===== src/srce_pkg.sv =====
// Shared constants and types for the sorted rank count engine.
`default_nettype none

package srce_pkg;

    localparam int MAX_ELEMS = 1024;
    localparam int VAL_W     = 32;
    localparam int OUT_W     = 11;
    localparam int IDX_W     = $clog2(MAX_ELEMS);
    localparam int CNT_W     = $clog2(MAX_ELEMS + 1);
    localparam int POS_W     = $clog2(CNT_W);

    typedef enum logic [1:0] {
        FUNC_CLEAR = 2'd0,
        FUNC_LOAD  = 2'd1,
        FUNC_QUERY = 2'd2
    } func_t;

    typedef enum logic {
        ST_IDLE = 1'b0,
        ST_RANK = 1'b1
    } state_t;

    // Broadcast to every cell of the chain.
    typedef struct packed {
        logic                    clear;
        logic                    load;
        logic                    query;
        logic signed [VAL_W-1:0] value;
    } cell_cmd_t;

    typedef struct packed {
        logic             busy;
        logic [CNT_W-1:0] count;
    } rank_status_t;

endpackage

`default_nettype wire


===== src/srce_rank.sv =====
// Bit-per-cycle binary search that turns the captured thermometer into a count.
`default_nettype none

module srce_rank (
    input  wire logic                               clk,
    input  wire logic                               rst_n,
    input  wire logic                               start,
    input  wire logic [srce_pkg::MAX_ELEMS-1:0]     le_vec,
    output srce_pkg::rank_status_t                  status
);

    logic                          busy_reg, busy_next;
    logic [srce_pkg::CNT_W-1:0]    acc_reg, acc_next;
    logic [srce_pkg::POS_W-1:0]    pos_reg, pos_next;
    logic [srce_pkg::CNT_W-1:0]    cand;
    logic [srce_pkg::CNT_W-1:0]    cand_m1;
    logic                          in_range;
    logic                          hit;

    assign cand     = acc_reg | (srce_pkg::CNT_W'(1) << pos_reg);
    assign cand_m1  = cand - srce_pkg::CNT_W'(1);
    assign in_range = (cand <= srce_pkg::CNT_W'(srce_pkg::MAX_ELEMS));
    assign hit      = in_range && le_vec[cand_m1[srce_pkg::IDX_W-1:0]];

    always_comb
    begin
        busy_next = busy_reg;
        acc_next  = acc_reg;
        pos_next  = pos_reg;
        if (start)
        begin
            busy_next = 1'b1;
            acc_next  = '0;
            pos_next  = srce_pkg::POS_W'(srce_pkg::CNT_W - 1);
        end
        else if (busy_reg)
        begin
            if (hit)
            begin
                acc_next = cand;
            end
            if (pos_reg == '0)
            begin
                busy_next = 1'b0;
            end
            else
            begin
                pos_next = pos_reg - srce_pkg::POS_W'(1);
            end
        end
    end

    always_ff @(posedge clk or negedge rst_n)
    begin
        if (!rst_n)
        begin
            busy_reg <= 1'b0;
        end
        else
        begin
            busy_reg <= busy_next;
        end
    end

    always_ff @(posedge clk)
    begin
        acc_reg <= acc_next;
        pos_reg <= pos_next;
    end

    assign status.busy  = busy_reg;
    assign status.count = acc_reg;

endmodule

`default_nettype wire


===== config.mk =====
export PLATFORM = sky130hd
export DESIGN_NAME = srce_rank
export DESIGN_NICKNAME = d
export VERILOG_FILES = /design/src/srce_pkg.sv /design/src/srce_rank.sv
export SDC_FILE = /design/constraint.sdc
export NUM_CORES = 1
export LEC_CHECK = 0
export ABC_CLOCK_PERIOD_IN_PS = 11000
export BUFFER_PORTS_ARGS = -buffer_cell sky130_fd_sc_hd__buf_4
export CAP_MARGIN = 20
export CORE_AREA = 4 4 401 403
export CTS_BUF_LIST = sky130_fd_sc_hd__clkbuf_2 sky130_fd_sc_hd__clkbuf_4 sky130_fd_sc_hd__clkbuf_8
export DETAILED_ROUTE_END_ITERATION = 12
export DIE_AREA = 0 0 405 407
export PLACE_DENSITY_LB_ADDON = 0.15
export SETUP_SLACK_MARGIN = 0.02
export SYNTH_ARGS = -nofsm -noshare
export SYNTH_HDL_FRONTEND = slang
export SYNTH_SLANG_ARGS = --single-unit

===== constraint.sdc =====
create_clock -name clk -period 11 [get_ports clk]
set_input_delay 1.1 -clock clk [delete_from_list [all_inputs] [get_ports clk]]
set_output_delay 1.1 -clock clk [all_outputs]
set_load 0.03 [all_outputs]

Word level (Yosys, flattened, before mapping)
Index checks and enable logic that the tools add are counted.
{"block": "word_totals", "in_bits": 1027, "regBits": 16, "out_inout_bits": 12, "wordCells": 19}
{"block": "op_classes", "reduce_logical": 4, "n_bitwise": 2, "shift": 1, "addsub": 2, "n_lt_le_gt_ge": 2, "muxes": 5}
{"operator": "$le A11 B11 Y1 const B", "count": 1}
{"operator": "$lt A10 B11 Y1 const B", "count": 1}
{"operator": "$or A11 B11 Y11", "count": 1}
{"operator": "$shl A1 B4 Y11 const A", "count": 1}
{"operator": "$bmux W1 S10", "count": 1}
{"operator": "$sub A10 B1 Y10 const B", "count": 1}
{"operator": "$logic_not A4 Y1", "count": 1}
{"operator": "$mux W1", "count": 4}
{"operator": "$reduce_and A2 Y1", "count": 2}
{"operator": "$sub A4 B1 Y4 const B", "count": 1}
{"operator": "$logic_and A1 B1 Y1", "count": 1}
{"operator": "$not A1 Y1", "count": 1}

Depth between registers and ports, before layout
{"block": "logic_depth", "word_depth": 7, "depth_mapped": 25}

Worst setup path before layout
OpenSTA, ideal clock, no wires.
{"block": "synth_timing", "path_type": "flip-flop to flip-flop", "start": "register pos_reg[0] in the netlist's numbering", "end": "register acc_reg[0] in the netlist's numbering", "t_required_ns": 10.912, "arrival_time_ns": 4.994, "period_less_slack_ns": 5.082, "setup_slack_ns": 5.918, "stages_incl_launch_ff": 25, "path_buffers": 8, "cell_sequence": "dfxtp_1 inv_1 ha_1 inv_1 o21ai_1 buf_4 inv_2 clkbuf_1 clkbuf_1 clkbuf_1 ha_1 and4bb_2 a211o_1 buf_2 buf_2 buf_2 buf_1 nand2_1 a31oi_1 o22ai_1 o41ai_1 o2111ai_1 nand4_2 o2111ai_4 o32ai_2"}
{"block": "synth_via", "elab_chain_cells": 7, "elab_cells_between_ends": 8, "classes_between": "add/sub (1); order compare (1); shift (1); mux (2); bitwise (1); reduce/logical (2)"}
{"item": "start, declared", "line_no": "srce_rank.sv:14", "rtl": "logic [srce_pkg::POS_W-1:0] pos_reg, pos_next;"}
{"item": "start signal, assigned", "line_no": "srce_rank.sv:68", "rtl": "pos_reg <= pos_next;"}
{"item": "$shl A1 B4 Y11 *", "line_no": "srce_rank.sv:20", "rtl": "assign cand = acc_reg | (srce_pkg::CNT_W'(1) << pos_reg);"}
{"item": "$or A11 B11 Y11 *", "line_no": "srce_rank.sv:20"}
{"item": "$sub A10 B1 Y10", "line_no": "srce_rank.sv:21", "rtl": "assign cand_m1 = cand - srce_pkg::CNT_W'(1);"}
{"item": "$bmux W1 S10", "line_no": "srce_rank.sv:23", "rtl": "assign hit = in_range && le_vec[cand_m1[srce_pkg::IDX_W-1:0]];"}
{"item": "$mux W1 (implied by the code)", "line_no": "srce_rank.sv:23"}
{"item": "$logic_and A1 B1 Y1", "line_no": "srce_rank.sv:23"}
{"item": "$reduce_and A2 Y1 (no source line)"}
{"item": "end signal, assigned", "line_no": "srce_rank.sv:67", "rtl": "acc_reg <= acc_next;"}
{"item": "end, declared", "line_no": "srce_rank.sv:13", "rtl": "logic [srce_pkg::CNT_W-1:0] acc_reg, acc_next;"}
Mark *: on every way between the ends. The rest lies on a longest branch, timed or not. The select of a mux whose other input is x is not followed.
A chain may end at the register's enable or synchronous reset.

Worst setup path after layout
{"block": "layout_timing", "start": "register pos_reg[0] in the netlist's numbering", "end": "register acc_reg[4] in the netlist's numbering"}
The elaborated chain is that of the path after synthesis.

==> metrics.txt <==
outcome=finished clean; row cnt=146; Worst-Margin Slew=~1.1 ns; starting DRC count in detailed routing=949; Top Family by Delay on Critical Path=compound AO/OA/AOI/OAI gates; Syn Area/Cell=roughly 7.1 um^2; CP max stage cell=a21boi_0; Die Span Y=around 410 um; pwr dens=between 400 and 500 nW/um^2; number of global-route vias before repair=between 15000 and 20000; Critical Path End Type=flip-flop; worst path required time=~11 ns; # setup viols final=0; setup_tns=0 ns; Final Wtd Congestion=~0.80; die area=165000 um^2; CTS tree=built; Synth Flop Type=dfxtp_1; leakage=just over 10 nW; min cycle time layout=7.08 ns; Syn Nets=roughly 2500; max reg flops=11; Fmax=~140 MHz; I/O Buffers=1038; H-tree depth=1; clk sink count=16; TritonRoute pass-1 iters=5; final cell count without fillers=approximately 4500; Post-synth ARST share=0.0625; CP Buf/Inv Count=6; Detailed Place HPWL=between 100 and 150 mm; Post CTS Setup Buffer Count=0; # IOs=between 1000 and 1500; commonest non-fill, non-tap cell in the layout=buf_4; grt ovf=0; Routed Antenna Nets=0; drt wl/cell=about 30 um; synthesis-stage register bit count=16; CTS Buf Count=3; max incr delay on CP=0.65 ns; Via density=around 3.5; post-CTS sizing=0; DP Area=about 21000 um^2; min-delay worst type=reg2reg; clk_skew=roughly 0.0048 ns; layout cells sized above 1=0.500; area grow syn2layout=96.4%; # DRC=0; core area=157000 um^2; final instance area=~21000 um^2; worst slack, placed=approximately 3.6 ns; Synth cell types=74; Max Root-Sink Buffers=2; final core area utilization=0.133; Worst-path clk slew=roughly 0.08 ns; R2R setup slack=~3.9 ns; Cell Area, Synth=about 11000 um^2; yosys warns=0; Post-Syn Instances=about 1500; initial antenna violation count=38; layout net count=approximately 3500; hold_ws=approximately 0.52 ns; Clock Latency Late Sink=0.26 ns; via count=between 15000 and 20000; post-synthesis sequential area ratio=0.0306; first-pass GRT wire length=169 mm; final worst-path cycle share=0.644; Initial Util=0.0675; largest net degree at the start of global routing=between 100 and 150; # hold bufs at CTS=0; Arrival @ worst endpoint=7.20 ns; CP startpoint kind=flip-flop; Worst Hold Path EP=acc_reg[7]; max cap viols=0; most frequent cells in the layout=1082 x buf_4, 455 x nand2_1, 212 x mux2i_1, 189 x nand3_1, 81 x mux4_2; root cell of the clock tree=clkbuf_8; Total GRT Usage=0.154; Reg2Reg Depth=20; final worst-path setup slack=just under 4 ns; unrepaired setup endpoints after global routing=no; number of synthesized flops with an enable pin=0; critical path cell sequence=inv_1, ha_1, inv_1, o21ai_4, buf_4, inv_8, ha_2, and2_1, a211oi_4, buf_4, buf_12, mux2i_1, mux2i_1, o22ai_1, nor3_1, a21boi_0, a211o_1, nand4_1, o2111ai_4, o22ai_1; relative slew slack=0.274; Power, Total=about 8.6 mW; final hold vios=0; Crit Path Category=reg2reg; worst hold start=acc_reg[7]; worst hold stages=1; FF-to-FF Start=pos_reg[0]; Cell Count Post-Placement=4518; FF-to-FF End=acc_reg[4]; Routed WL=136 mm; Die X=between 400 and 500 um; Final Max Tran Viols=0; Worst Path Max Fanout=between 100 and 150; VDD IR max=between 300 and 400 uV
==> worst reg2reg max path: stages, from the launching register on <==
cell       delay [ns]
dfxtp_1          0.35
inv_1            0.15
ha_1             0.30
inv_1            0.14
o21ai_4          0.17
buf_4            0.55
inv_8            0.41
ha_2             0.37
and2_1           0.24
a211oi_4         0.33
buf_4            0.43
buf_12           0.54
mux2i_1          0.49
mux2i_1          0.10
o22ai_1          0.54
nor3_1           0.23
a21boi_0         0.65
a211o_1          0.18
nand4_1          0.17
o2111ai_4        0.46
o22ai_1          0.13
==> logic make-up (layout without fill, tap and decap cells) <==
family                   count (synthesis)  count (layout)  share of synthesized area
AO/OA/AOI/OAI                          244             244                      0.169
adder cells (fa/ha/maj)                  6               6                    0.00706
XOR/XNOR                                12              12                    0.00989
AND/OR/NAND/NOR                        758             758                      0.314
multiplexers                           297             297                      0.375
other                                    0              11                          0
flip-flops                              16              16                     0.0306
buffers and inverters                  162            1117                     0.0936
==> metal layers <==
layer / part of all wire / routed length (um) / GRT usage / vias up
li1: - / - / - / 7543
met1: 0.40 / 55000 / 0.185 / 7843
met2: 0.53 / 72500 / 0.296 / 585
met3: 0.056 / 7610 / 0.0292 / 45
met4: 0.0057 / 774 / 0.00679 / 16
met5: 0.00077 / 105 / 0 / -
==> cell type report <==
cell class,instances,area [um^2]
inverters,16,67.6
clock buffers,4,55.1
fillers,18400,137000
repair buffers,1097,8320
multi-input cells,1317,9480
well taps,2072,2590
diodes,11,27.5
flip-flops and latches,16,325
==> how the worst max path moves through the flow <==
stage	from	endpoint	slack, ns	cells after the start
detailed placement	pos_reg[0]	acc_reg[3]	3.56	20
global placement	pos_reg[2]	acc_reg[0]	2.54	16
floorplan	pos_reg[0]	acc_reg[0]	5.92	24
finish	pos_reg[0]	acc_reg[4]	3.92	20
global route	pos_reg[0]	acc_reg[4]	3.35	20
CTS	pos_reg[0]	acc_reg[4]	3.53	20
==> report_power, final <==
group / internal, mW / total [mW] / switching, mW / leakage (nW)
Sequential: 0.0734 / 0.0995 / 0.0261 / 0.131
Clock: 0.0318 / 0.0563 / 0.0245 / 0.0288
Combinational: 2.56 / 8.41 / 5.85 / 10.1
Total: 2.67 / 8.57 / 5.90 / 10.3
==> cells in the mapped netlist, types with 7 or more instances <==
cell | number | area share
buf_4 | 31 | 0.022
dfxtp_1 | 15 | 0.028
buf_6 | 16 | 0.017
o221ai_1 | 7 | 0.0058
nor3_1 | 9 | 0.0042
mux2i_1 | 213 | 0.20
o2bb2ai_1 | 7 | 0.0058
nand2_1 | 456 | 0.16
a21oi_1 | 35 | 0.016
inv_1 | 14 | 0.0049
nor2_1 | 18 | 0.0064
a31oi_1 | 44 | 0.026
clkbuf_1 | 41 | 0.014
o22ai_1 | 48 | 0.028
nand4_1 | 14 | 0.0082
o21ai_0 | 13 | 0.0061
and3_1 | 50 | 0.029
nand3_1 | 189 | 0.089
a32oi_1 | 7 | 0.0058
a311oi_1 | 16 | 0.013
buf_2 | 45 | 0.021
mux4_2 | 81 | 0.17
Power figures use the tool's default switching activity.
