$ cat src/srce_pkg.sv
// Shared constants and types for the sorted rank count engine.
`default_nettype none

package srce_pkg;

    localparam int MAX_ELEMS = 1024;
    localparam int VAL_W     = 32;
    localparam int OUT_W     = 11;
    localparam int IDX_W     = $clog2(MAX_ELEMS);
    localparam int CNT_W     = $clog2(MAX_ELEMS + 1);
    localparam int POS_W     = $clog2(CNT_W);

    typedef enum logic [1:0] {
        FUNC_CLEAR = 2'd0,
        FUNC_LOAD  = 2'd1,
        FUNC_QUERY = 2'd2
    } func_t;

    typedef enum logic {
        ST_IDLE = 1'b0,
        ST_RANK = 1'b1
    } state_t;

    // Broadcast to every cell of the chain.
    typedef struct packed {
        logic                    clear;
        logic                    load;
        logic                    query;
        logic signed [VAL_W-1:0] value;
    } cell_cmd_t;

    typedef struct packed {
        logic             busy;
        logic [CNT_W-1:0] count;
    } rank_status_t;

endpackage

`default_nettype wire

$ cat src/srce_cell.sv
// One cell of the sorted insertion chain: holds one value, shifts on insert.
`default_nettype none

module srce_cell (
    input  wire logic                                    clk,
    input  wire logic                                    rst_n,
    input  wire srce_pkg::cell_cmd_t                     cmd,
    input  wire logic                                    prev_gt,
    input  wire logic                                    prev_valid,
    input  wire logic signed [srce_pkg::VAL_W-1:0]       prev_value,
    output logic                                         gt,
    output logic                                         valid,
    output logic signed [srce_pkg::VAL_W-1:0]            value,
    output logic                                         le
);

    logic                                valid_reg, valid_next;
    logic                                le_reg, le_next;
    logic signed [srce_pkg::VAL_W-1:0]   value_reg, value_next;

    // Empty cells count as greater, so the chain stays a thermometer.
    assign gt = !valid_reg || (value_reg > cmd.value);

    always_comb
    begin
        valid_next = valid_reg;
        value_next = value_reg;
        le_next    = le_reg;
        if (cmd.clear)
        begin
            valid_next = 1'b0;
        end
        else if (cmd.load && gt)
        begin
            if (!prev_gt)
            begin
                // insertion point
                value_next = cmd.value;
                valid_next = 1'b1;
            end
            else
            begin
                value_next = prev_value;
                valid_next = prev_valid;
            end
        end
        if (cmd.query)
        begin
            le_next = !gt;
        end
    end

    always_ff @(posedge clk or negedge rst_n)
    begin
        if (!rst_n)
        begin
            valid_reg <= 1'b0;
            le_reg    <= 1'b0;
        end
        else
        begin
            valid_reg <= valid_next;
            le_reg    <= le_next;
        end
    end

    always_ff @(posedge clk)
    begin
        value_reg <= value_next;
    end

    assign valid = valid_reg;
    assign value = value_reg;
    assign le    = le_reg;

endmodule

`default_nettype wire

$ cat config.mk
export PLATFORM = sky130hd
export DESIGN_NAME = srce_cell
export DESIGN_NICKNAME = d
export VERILOG_FILES = /design/src/srce_pkg.sv /design/src/srce_cell.sv
export SDC_FILE = /design/constraint.sdc
export NUM_CORES = 1
export LEC_CHECK = 0
export BUFFER_PORTS_ARGS = -buffer_cell sky130_fd_sc_hd__buf_2
export CAP_MARGIN = 15
export CORE_MARGIN = 2
export CORE_UTILIZATION = 40
export DETAILED_ROUTE_END_ITERATION = 8
export GPL_ROUTABILITY_DRIVEN = 0
export PLACE_DENSITY = 0.71
export SYNTH_ARGS = -nofsm -noshare
export SYNTH_HDL_FRONTEND = slang
export SYNTH_SLANG_ARGS = --single-unit
$ cat constraint.sdc
create_clock -name clk -period 6.94 [get_ports clk]
set_clock_uncertainty 0.05 [all_clocks]
set_input_delay 0.694 -clock clk [delete_from_list [all_inputs] [get_ports clk]]
set_output_delay 0.694 -clock clk [all_outputs]
set_load 0.03 [all_outputs]
# ---- Word-level counts from Yosys, hierarchy flattened
# Cells that the tools add are included.
dict set report totals {
  ff_bits 34
  inputBits 71
  elab_cells 15
}
dict set report op_classes {
  n_bitwise 1
  reduce_logical 6
  muxes 4
  order_cmp 1
}
# operator count
set ops {}
lappend ops {{$gt 32x32->1} 1}
lappend ops {{$mux 32} 1}
lappend ops {{$mux 1} 3}
lappend ops {{$logic_not 1->1} 2}
lappend ops {{$reduce_and 2->1} 1}
lappend ops {{$reduce_bool 2->1} 1}
lappend ops {{$logic_and 1x1->1} 1}
lappend ops {{$logic_or 1x1->1} 1}
lappend ops {{$not 1->1} 1}

# ---- Depth between registers and ports, before layout
# Gate-level depths: netlist of the first run.
dict set report depth {
  ltp_word 5
  ltp_mapped 8
  ltp_nobuf 8
}

# ---- Least setup slack after synthesis of the first run
# OpenSTA, ideal clock, no wires.
dict set report synth_path {
  path_kind {input to register}
  from {input cmd[31] (netlist bit)}
  to {register value_reg (netlist bit value[0]) (enable)}
  t_arrival_ns 5.376
  stages 7
  t_required_ns 6.368
  path_slack_ns 0.992
  path_buffers 0
  path_cell_list {inv_1 > ha_1 > nand4_2 > nor4_1 > nand3b_1 > a211oi_1 > a2111oi_1}
}
dict set report synth_between {
  elab_chain_len 4
}
# item line_no
set synth_lines {}
lappend synth_lines {{start: declaration} srce_cell.sv:7} ;# input wire srce_pkg::cell_cmd_t cmd,
lappend synth_lines {{$gt 32x32->1} srce_cell.sv:22} ;# assign gt = !valid_reg || (value_reg > cmd.value);
lappend synth_lines {{$logic_or 1x1->1} srce_cell.sv:22}
lappend synth_lines {{$logic_and 1x1->1} srce_cell.sv:33} ;# else if (cmd.load && gt)
lappend synth_lines {{$reduce_and 2->1 (no line)} n/a}
lappend synth_lines {{end signal: assignment} srce_cell.sv:69} ;# value_reg <= value_next;
lappend synth_lines {{end: declaration} srce_cell.sv:19} ;# logic signed [srce_pkg::VAL_W-1:0] value_reg, value_next;
# Every way passes these cells.
# A chain may end at the register's enable or synchronous reset.

# ---- Worst setup path after layout of the first run
dict set report layout_path {
  from {input cmd[19] (netlist bit)}
  to {output gt}
}
dict set report layout_between {
  elab_chain_len 2
}
# item line_no
set layout_lines {}
lappend layout_lines {{$gt 32x32->1} srce_cell.sv:22}
lappend layout_lines {{$logic_or 1x1->1} srce_cell.sv:22}
lappend layout_lines {{end: declaration} srce_cell.sv:11} ;# output logic gt,
# Every way passes these cells.

==> results of run 1 <==
## routing by layer
metal / part of all wire (%) / routed length, um / vias to the layer above
li1: - / - / 1040
met1: 44 / 2170 / 845
met2: 46 / 2300 / 77
met3: 8.8 / 434 / 6
met4: 0.97 / 48 / 0
met5: 0 / 0 / -
## logic make-up after synthesis
family	after synthesis	share of synthesized area [%]
AND/OR/NAND/NOR	57	11.9
multiplexers	2	0.953
buffers and inverters	43	7.23
flip-flops	34	45.3
AO/OA/AOI/OAI	63	16.6
adder cells (fa/ha/maj)	32	17.9
## cells in the final DEF (no fill, tap or decap), types with 2 or more instances in the layout
master	netlist	routed
nand2_1	35	35
nor2_1	3	3
buf_2	0	105
dfrtp_1	2	2
nor3_1	2	2
nor4_1	2	2
nand3_1	3	3
a211oi_1	3	3
ha_1	32	32
buf_4	0	2
a22oi_1	2	2
nand4_1	7	7
inv_1	36	36
a21o_1	2	2
edfxtp_1	32	32
o21ai_0	35	35
clkbuf_8	0	5
a21oi_1	13	13
a2111o_1	2	2
## final cells by class
cell class                 count  area share [%]
sequential                    34            34.6
inverter                      36            4.62
multi-input combinational    154            36.4
clock inverter                 2           0.300
timing repair buffer         107            18.5
tap                           72            3.08
clock buffer                   6            2.48
## path summary, 6_finish.rpt
kind	cells past startpoint	endpoint	slack [ps]
max	9	gt	3730
min	1	le$_DFFE_PN0P_	130
max reg2reg	7	value[15]$_DFFE_PP_	4200
min reg2reg	2	le$_DFFE_PN0P_	540
max in group asynchronous	1	valid$_DFFE_PN0P_	6610
min in group clk	2	le$_DFFE_PN0P_	540
## power by group through the flow
stage	Combinational, W	Sequential (W)	Clock [W]
after floorplan	0.0000562	0.000273	0
after global placement	0.000122	0.000250	0
after detailed placement	0.000124	0.000250	0
after CTS	0.000125	0.000246	0.000146
after global routing	0.000139	0.000247	0.000155
final	0.000122	0.000246	0.000141
## per-stage QoR
step	setup WS [ps]	hold WS, ps	cell area (um^2)	power, W
after floorplan	992	348	2230	0.000329
after global placement	3650	432	2840	0.000372
after detailed placement	3700	433	2840	0.000375
after CTS	3680	121	2920	0.000517
after global routing	3480	118	2920	0.000542
final	3730	131	2920	0.000509
## worst max-delay path, stage by stage
cell and delay (ps):
buf_2 80, inv_1 40, ha_1 300, a21oi_1 140, o21ai_0 120, a2111o_1 460, a211oi_1 380, a21oi_1 70
buf_2 190
==> results.yml, run 1 <==
detailed_routing:
  drtIter0Drc: 83
  drt-wirelength-per-cell_um: 12.0
  routed_wl_um: 4950
  vias_per_cell: 4.79
  vias: 1968
  drc: 0
  final_antenna_net_count: 0
  dr.pass1.iters: 4
yosys:
  yosysWarningCount: 0
  synth_area_um2: 2230
  synth_top_cell_area_share_pct: 43.0
  synth.area.top_cells: "edfxtp_1 (43%), ha_1 (18%), o21ai_0 (7.8%)"
  ys_top_cells_by_count: "inv_1 (36), nand2_1 (35), o21ai_0 (35)"
  synth_top_area_cell: "edfxtp_1"
  netlist_instances: 231
  yosysSeqAreaShare_pct: 45.3
  synth_most_common_cell: "inv_1"
  synth_edf_count: 32
  avgSynthCellArea_um2: 9.66
  ys_async_sr_fraction_pct: 5.88
  yosysUniqueCellTypes: 31
  syn_nets: 334
  synth-seq-cells: 34
  synth_ff_type: "edfxtp_1"
min_path:
  min-delay-path-class: "in -> async"
worst_setup_path:
  crit_start: "cmd[19]"
  start_kind: "input port"
  critPathKind: "in -> out"
  required_ps: 6200
  crit_fanout: 3
  critPathCaptureType: "primary output"
  r2r_start: "value[30]$_DFFE_PP_"
  worstPathArrival_ps: 2470
power:
  powerDensity_nw_per_um2: 174
  power.leakage_nw: 1.47
  power_switching_w: 0.000152
  peakVddDrop_mv: 0.0800
  sw_frac_of_total_pct: 29.9
  pwr-share-seq_pct: 48.3
  clockPowerShare_pct: 27.6
  combPwrFrac_pct: 24.0
  p_int_w: 0.000357
timing:
  fin_setup_tns_ps: 0
  slew_headroom_pct: 37.7
  period_share_pct: 46.3
  period_minus_slack_ps: 3210
  tightestPinTransition_ps: 934
  hold_viol: 0
  setup_viol: 0
  rsz0062_at_grt: "no"
  fmax_mhz: 311
  drv_slew: 0
layout:
  drive_above_1_share_pct: 35.1
  largest_reg_flops: 32
  multi_input_area_um2: 1060
  post-route-util_pct: 53.7
  fillCellCount: 518
  nets: 441
  synthToLayoutAreaGrowth_pct: 30.9
  regArea_um2: 1010
  antenna_cells: 0
  stdcell_count: 411
die:
  rows: 27
  die_w_um: 78.7
  die_h_um: 78.7
  coreArea_um2: 5440
  ios: 106
  die_area_um2: 6190
  start_util_pct: 41.0
grt:
  grt_most_used_layer: "met2"
  gr-usage-met2_pct: 29.8
  grt_pass1_vias: 1963
  antenna_found_initial: 0
  grt_pass1_wl_um: 8290
  overflow: 0
  grt_max_degree: 65
  grt_usage_pct: 16.9
  grtUsageMet3_pct: 5.34
  gr-usage-met1_pct: 19.9
clock_tree:
  clkTransAtPathRegs_ps: 70
  root_buffer: "clkbuf_8"
  clock_latency_ps: 280
  cts_buffers: 5
  post_cts_resized: 0
  cts_sinks: 34
  cts_setup_buffers: 0
  h-tree-depth: 2
  cts_tree: "done"
  hold_buffers: 0
  clockBufferDepth: 2
place:
  portBuffers: 105
  dpl.hpwl_um: 4030
  place_inst: 403
flow_run:
  maxCapViolations: 0
run_status:
  status: "complete, no violations"
Power figures use the tool's default switching activity.
==> inputs of run 2 (changes only) <==
Settings changed: ABC_AREA set to 1, PLACE_DENSITY 0.71 to 0.7.
Clock period 6.94 ns to 3.37 ns, I/O delays scaled along.
==> results.yml, run 2 <==
run_status:
  status: "complete, no violations"
clock_tree:
  cts_tree: "done"
  root_buffer: "clkbuf_8"
  post_cts_resized: 0
  clock_latency_ps: 280
  cts_setup_buffers: 0
  clockBufferDepth: 2
  cts_buffers: 5
  cts_sinks: 34
  h-tree-depth: 2
  clkTransAtPathRegs_ps: 60
  hold_buffers: 1
timing:
  rsz0062_at_grt: "no"
  fin_setup_tns_ps: 0
  period_minus_slack_ps: 2610
  drv_slew: 0
  tightestPinTransition_ps: 564
  setup_viol: 0
  slew_headroom_pct: 62.4
  fmax_mhz: 383
  period_share_pct: 77.5
  timing.hold.ws_ps: 196
  hold_viol: 0
layout:
  multi_input_area_um2: 1070
  nets: 474
  largest_reg_flops: 32
  regArea_um2: 1010
  fillCellCount: 544
  post-route-util_pct: 54.3
  final_common_cell: "buf_2"
  layout_common_cells: "buf_2 (105), nand2_1 (73), inv_1 (44), o21ai_0 (33)"
  drive_above_1_share_pct: 32.1
  antenna_cells: 0
  synthToLayoutAreaGrowth_pct: 31.4
die:
  ios: 106
  die_w_um: 79.2
  start_util_pct: 41.3
  die_h_um: 79.2
  die_area_um2: 6270
  coreArea_um2: 5470
  rows: 27
power:
  powerDensity_nw_per_um2: 353
  power.leakage_nw: 1.58
  peakVddDrop_mv: 0.181
worst_setup_path:
  worst_r2r_path_depth: 13
  r2r_start: "value[15]$_DFFE_PP_"
  worstPathArrival_ps: 2550
  start_kind: "flop"
  rrSetupSlack_ps: 760
  critPathKind: "reg -> reg"
  r2r-end: "value[20]$_DFFE_PP_"
  crit_fanout: 18
  critPathCaptureType: "flop"
  required_ps: 3310
detailed_routing:
  drc: 0
  final_antenna_net_count: 0
  routed_wl_um: 4870
  dr.max_layer_used: "met4"
  dr.pass1.iters: 4
  drt-wirelength-per-cell_um: 11.0
  vias: 2051
  met3WireLength_um: 334
  m1WireLength_um: 2110
  vias_per_cell: 4.63
  wl_met2_um: 2410
  drtIter0Drc: 50
yosys:
  synth_area_um2: 2260
  synth_most_common_cell: "nand2_1"
  syn_nets: 366
  synth_edf_count: 32
  yosysWarningCount: 0
  synth-seq-cells: 34
  synth_top_cell_area_share_pct: 42.5
  synth.area.top_cells: "edfxtp_1 (43%), ha_1 (18%), nand2_1 (12%)"
  ys_top_cells_by_count: "nand2_1 (73), inv_1 (44), o21ai_0 (33)"
  yosysUniqueCellTypes: 19
  ys_async_sr_fraction_pct: 5.88
  synth_top_area_cell: "edfxtp_1"
  synth_ff_type: "edfxtp_1"
  yosysSeqAreaShare_pct: 44.7
  netlist_instances: 263
  avgSynthCellArea_um2: 8.60
grt:
  grt_usage_pct: 16.0
  antenna_found_initial: 0
  overflow: 0
  grt_pass1_wl_um: 7890
  grt_pass1_vias: 1917
  grt_max_degree: 38
min_path:
  holdPathStages: 2
  worst_hold_startpoint: "cmd[32]"
  min-delay-path-class: "in -> reg"
  holdPathEnd: "le$_DFFE_PN0P_"
place:
  dpl.hpwl_um: 4000
  portBuffers: 105
flow_run:
  maxCapViolations: 0
==> run 2: changes by cell type after synthesis, moves of 3 or more <==
| cell | previous run | this run |
|---|---|---|
| nand2_1 | 35 | 73 |
| a211oi_1 | 3 | 0 |
| nor2_1 | 3 | 11 |
| inv_1 | 36 | 44 |
| nand4_1 | 7 | 3 |
==> run 2: per-layer routing <==
| layer | track usage, % | up-vias |
|---|---|---|
| li1 | - | 1080 |
| met1 | 18.8 | 908 |
| met2 | 28.2 | 61 |
| met3 | 5.00 | 2 |
| met4 | 4.14 | 0 |
| met5 | 0 | - |
==> run 2: power by group <==
| part | total [W] | switching (W) | internal (W) |
|---|---|---|---|
| Combinational | 0.000264 | 0.000161 | 0.000103 |
| Sequential | 0.000508 | 0.0000132 | 0.000495 |
| Clock | 0.000275 | 0.000133 | 0.000142 |
| Total | 0.00105 | 0.000308 | 0.000740 |
==> run 2: cells by family (layout without fill, tap and decap cells) <==
group,count (synthesis),in the layout,share of synthesized area (%)
AND/OR/NAND/NOR,94,94,17.0
AO/OA/AOI/OAI,51,51,11.6
buffers and inverters,51,159,8.47
flip-flops,34,34,44.7
adder cells (fa/ha/maj),32,32,17.7
multiplexers,1,1,0.498
==> run 2: per-stage QoR <==
stage / cell area (um^2) / total power [W] / setup WS [ps] / instances
floorplan: 2260 / 0.000684 / 325 / 263
global placement: 2890 / 0.000778 / 744 / 435
detailed placement: 2890 / 0.000785 / 698 / 435
CTS: 2970 / 0.00107 / 725 / 443
global route: 2970 / 0.00112 / 523 / 443
finish: 2970 / 0.00105 / 759 / 443
==> run 2: final cells by class <==
type | instances | share of cell area (%)
well taps | 72 | 3.03
multi-input cells | 178 | 35.9
repair buffers | 108 | 18.9
flip-flops and latches | 34 | 34.0
inverters | 44 | 5.56
clock buffers | 7 | 2.57
==> run 2: worst max path at each step <==
stage / endpoint / startpoint / slack, ps
finish: value[20]$_DFFE_PP_ / value[15]$_DFFE_PP_ / 760
global route: value[7]$_DFFE_PP_ / value[31]$_DFFE_PP_ / 520
CTS: value[23]$_DFFE_PP_ / value[15]$_DFFE_PP_ / 720
detailed placement: value[25]$_DFFE_PP_ / cmd[15] / 700
global placement: value[25]$_DFFE_PP_ / cmd[15] / 740
floorplan: value[0]$_DFFE_PP_ / value[31]$_DFFE_PP_ / 320
==> run 2: worst max-delay path, cell delays in order, from the launching register on <==
cell	delay (ps)
edfxtp_1	400
ha_1	330
a21oi_1	130
o21ai_0	110
a21oi_1	150
nand2_1	90
nand2_1	80
nand2_1	50
nand2_1	70
nand3_2	90
nand2_4	90
nand2_2	70
nor2_4	380
buf_12	230
==> inputs of run 3 (changes only) <==
Clock period 3.37 ns to 2.6 ns, I/O delays scaled along.
==> results.yml, run 3 (synthesis gave the netlist of run 2 again) <==
run_status:
  status: "complete, no violations"
worst_setup_path:
  start_kind: "flop"
  crit_fanout: 4
  r2r-end: "value[29]$_DFFE_PP_"
  crit_start: "value[13]$_DFFE_PP_"
  rrSetupSlack_ps: 270
  required_ps: 2290
  worstPathArrival_ps: 2030
  r2r_start: "value[13]$_DFFE_PP_"
  worst_r2r_path_depth: 13
  critPathKind: "reg -> out"
  critPathCaptureType: "primary output"
layout:
  fillCellCount: 521
  largest_reg_flops: 32
  nets: 475
  final_common_cell: "buf_2"
  post-route-util_pct: 54.5
  regArea_um2: 1010
  multi_input_area_um2: 1090
  synthToLayoutAreaGrowth_pct: 32.0
  drive_above_1_share_pct: 32.9
  layout_common_cells: "buf_2 (105), nand2_1 (73), inv_1 (44), o21ai_0 (33), edfxtp_1 (32)"
  antenna_cells: 0
  stdcell_count: 443
timing:
  tightestPinTransition_ps: 557
  setup_viol: 0
  hold_viol: 0
  fin_setup_tns_ps: 0
  period_minus_slack_ps: 2340
  rsz0062_at_grt: "no"
  slew_headroom_pct: 62.9
  drv_slew: 0
  period_share_pct: 89.9
  fmax_mhz: 428
die:
  rows: 27
  coreArea_um2: 5470
  die_w_um: 79.2
  die_h_um: 79.2
  die_area_um2: 6270
  ios: 106
  start_util_pct: 41.3
clock_tree:
  clkTransAtPathRegs_ps: 60
  cts_setup_buffers: 0
  post_cts_resized: 0
  root_buffer: "clkbuf_8"
  clockBufferDepth: 2
  cts_sinks: 34
  clock_latency_ps: 270
  h-tree-depth: 2
  cts_buffers: 5
  cts_tree: "done"
detailed_routing:
  vias_per_cell: 4.64
  drtIter0Drc: 103
  final_antenna_net_count: 0
  drc: 0
  dr.pass1.iters: 4
  drt-wirelength-per-cell_um: 11.0
  vias: 2054
  routed_wl_um: 4870
power:
  peakVddDrop_mv: 0.242
  powerDensity_nw_per_um2: 453
  power.leakage_nw: 1.58
min_path:
  holdPathEnd: "le$_DFFE_PN0P_"
  holdPathStages: 2
  worst_hold_startpoint: "cmd[32]"
  min-delay-path-class: "in -> reg"
place:
  dpl.hpwl_um: 4030
  portBuffers: 105
  place_inst: 436
grt:
  antenna_found_initial: 0
  grt_pass1_vias: 1967
  grt_usage_pct: 16.1
  overflow: 0
  grt_max_degree: 39
  grt_pass1_wl_um: 8000
flow_run:
  maxCapViolations: 0
[run 3: critical path, stage by stage, from the launching register on]
cell and delay (ps):
edfxtp_1 390, ha_1 330, a21oi_1 150, o21ai_0 100, a21oi_1 130, nand2_1 80, nand2_1 70, nand2_1 50
nand2_1 60, nand3_2 90, nand2_4 100, buf_2 200
[run 3: power breakdown]
part,leakage [nW],switching [W],total (W),internal [W]
Combinational,1.22,0.000210,0.000345,0.000135
Clock,0.0375,0.000171,0.000346,0.000174
Sequential,0.327,0.0000176,0.000659,0.000642
[run 3: area by class of cell]
cell class | count | area share (%)
clock buffers | 5 | 2.31
clock inverters | 1 | 0.126
well taps | 72 | 3.02
repair buffers | 109 | 18.7
multi-input cells | 178 | 36.4
flip-flops and latches | 34 | 33.9
inverters | 44 | 5.53
[run 3: per-stage QoR]
step           setup WS [ps]  hold WS, ps  instance area (um^2)  total power (W)
6_report                 262          117                  2980          0.00135
3_5_place_dp             243        -1.14                  2900          0.00102
2_1_floorplan          -50.3        -85.6                  2290         0.000892
3_3_place_gp             309        -2.64                  2900          0.00101
5_1_grt                 75.8          110                  2980          0.00144
4_1_cts                  225          112                  2980          0.00137
[run 3: how the worst max path moves through the flow]
stage | to | slack (ps) | cells after the start
after floorplan | value[0]$_DFFE_PP_ | -50 | 14
after global placement | value[7]$_DFFE_PP_ | 310 | 13
after detailed placement | value[7]$_DFFE_PP_ | 240 | 13
after CTS | gt | 230 | 11
after global routing | value[29]$_DFFE_PP_ | 80 | 15
final | gt | 260 | 11
[run 3: layer usage]
metal / vias to the layer above / wire length, um / share of wire (%) / global-route usage, %
li1: 1082 / - / - / -
met1: 905 / 2180 / 45 / 19.3
met2: 62 / 2320 / 48 / 27.9
met3: 5 / 324 / 6.7 / 4.66
met4: 0 / 41 / 0.84 / 4.66
met5: - / 0 / 0 / 0
[run 3: timing repair]
item / 4_1_cts / 5_1_grt
hold endpoints to repair: 2 / 0
hold buffers: 1 / 0
endpoints found under the setup margin: 0 / 0
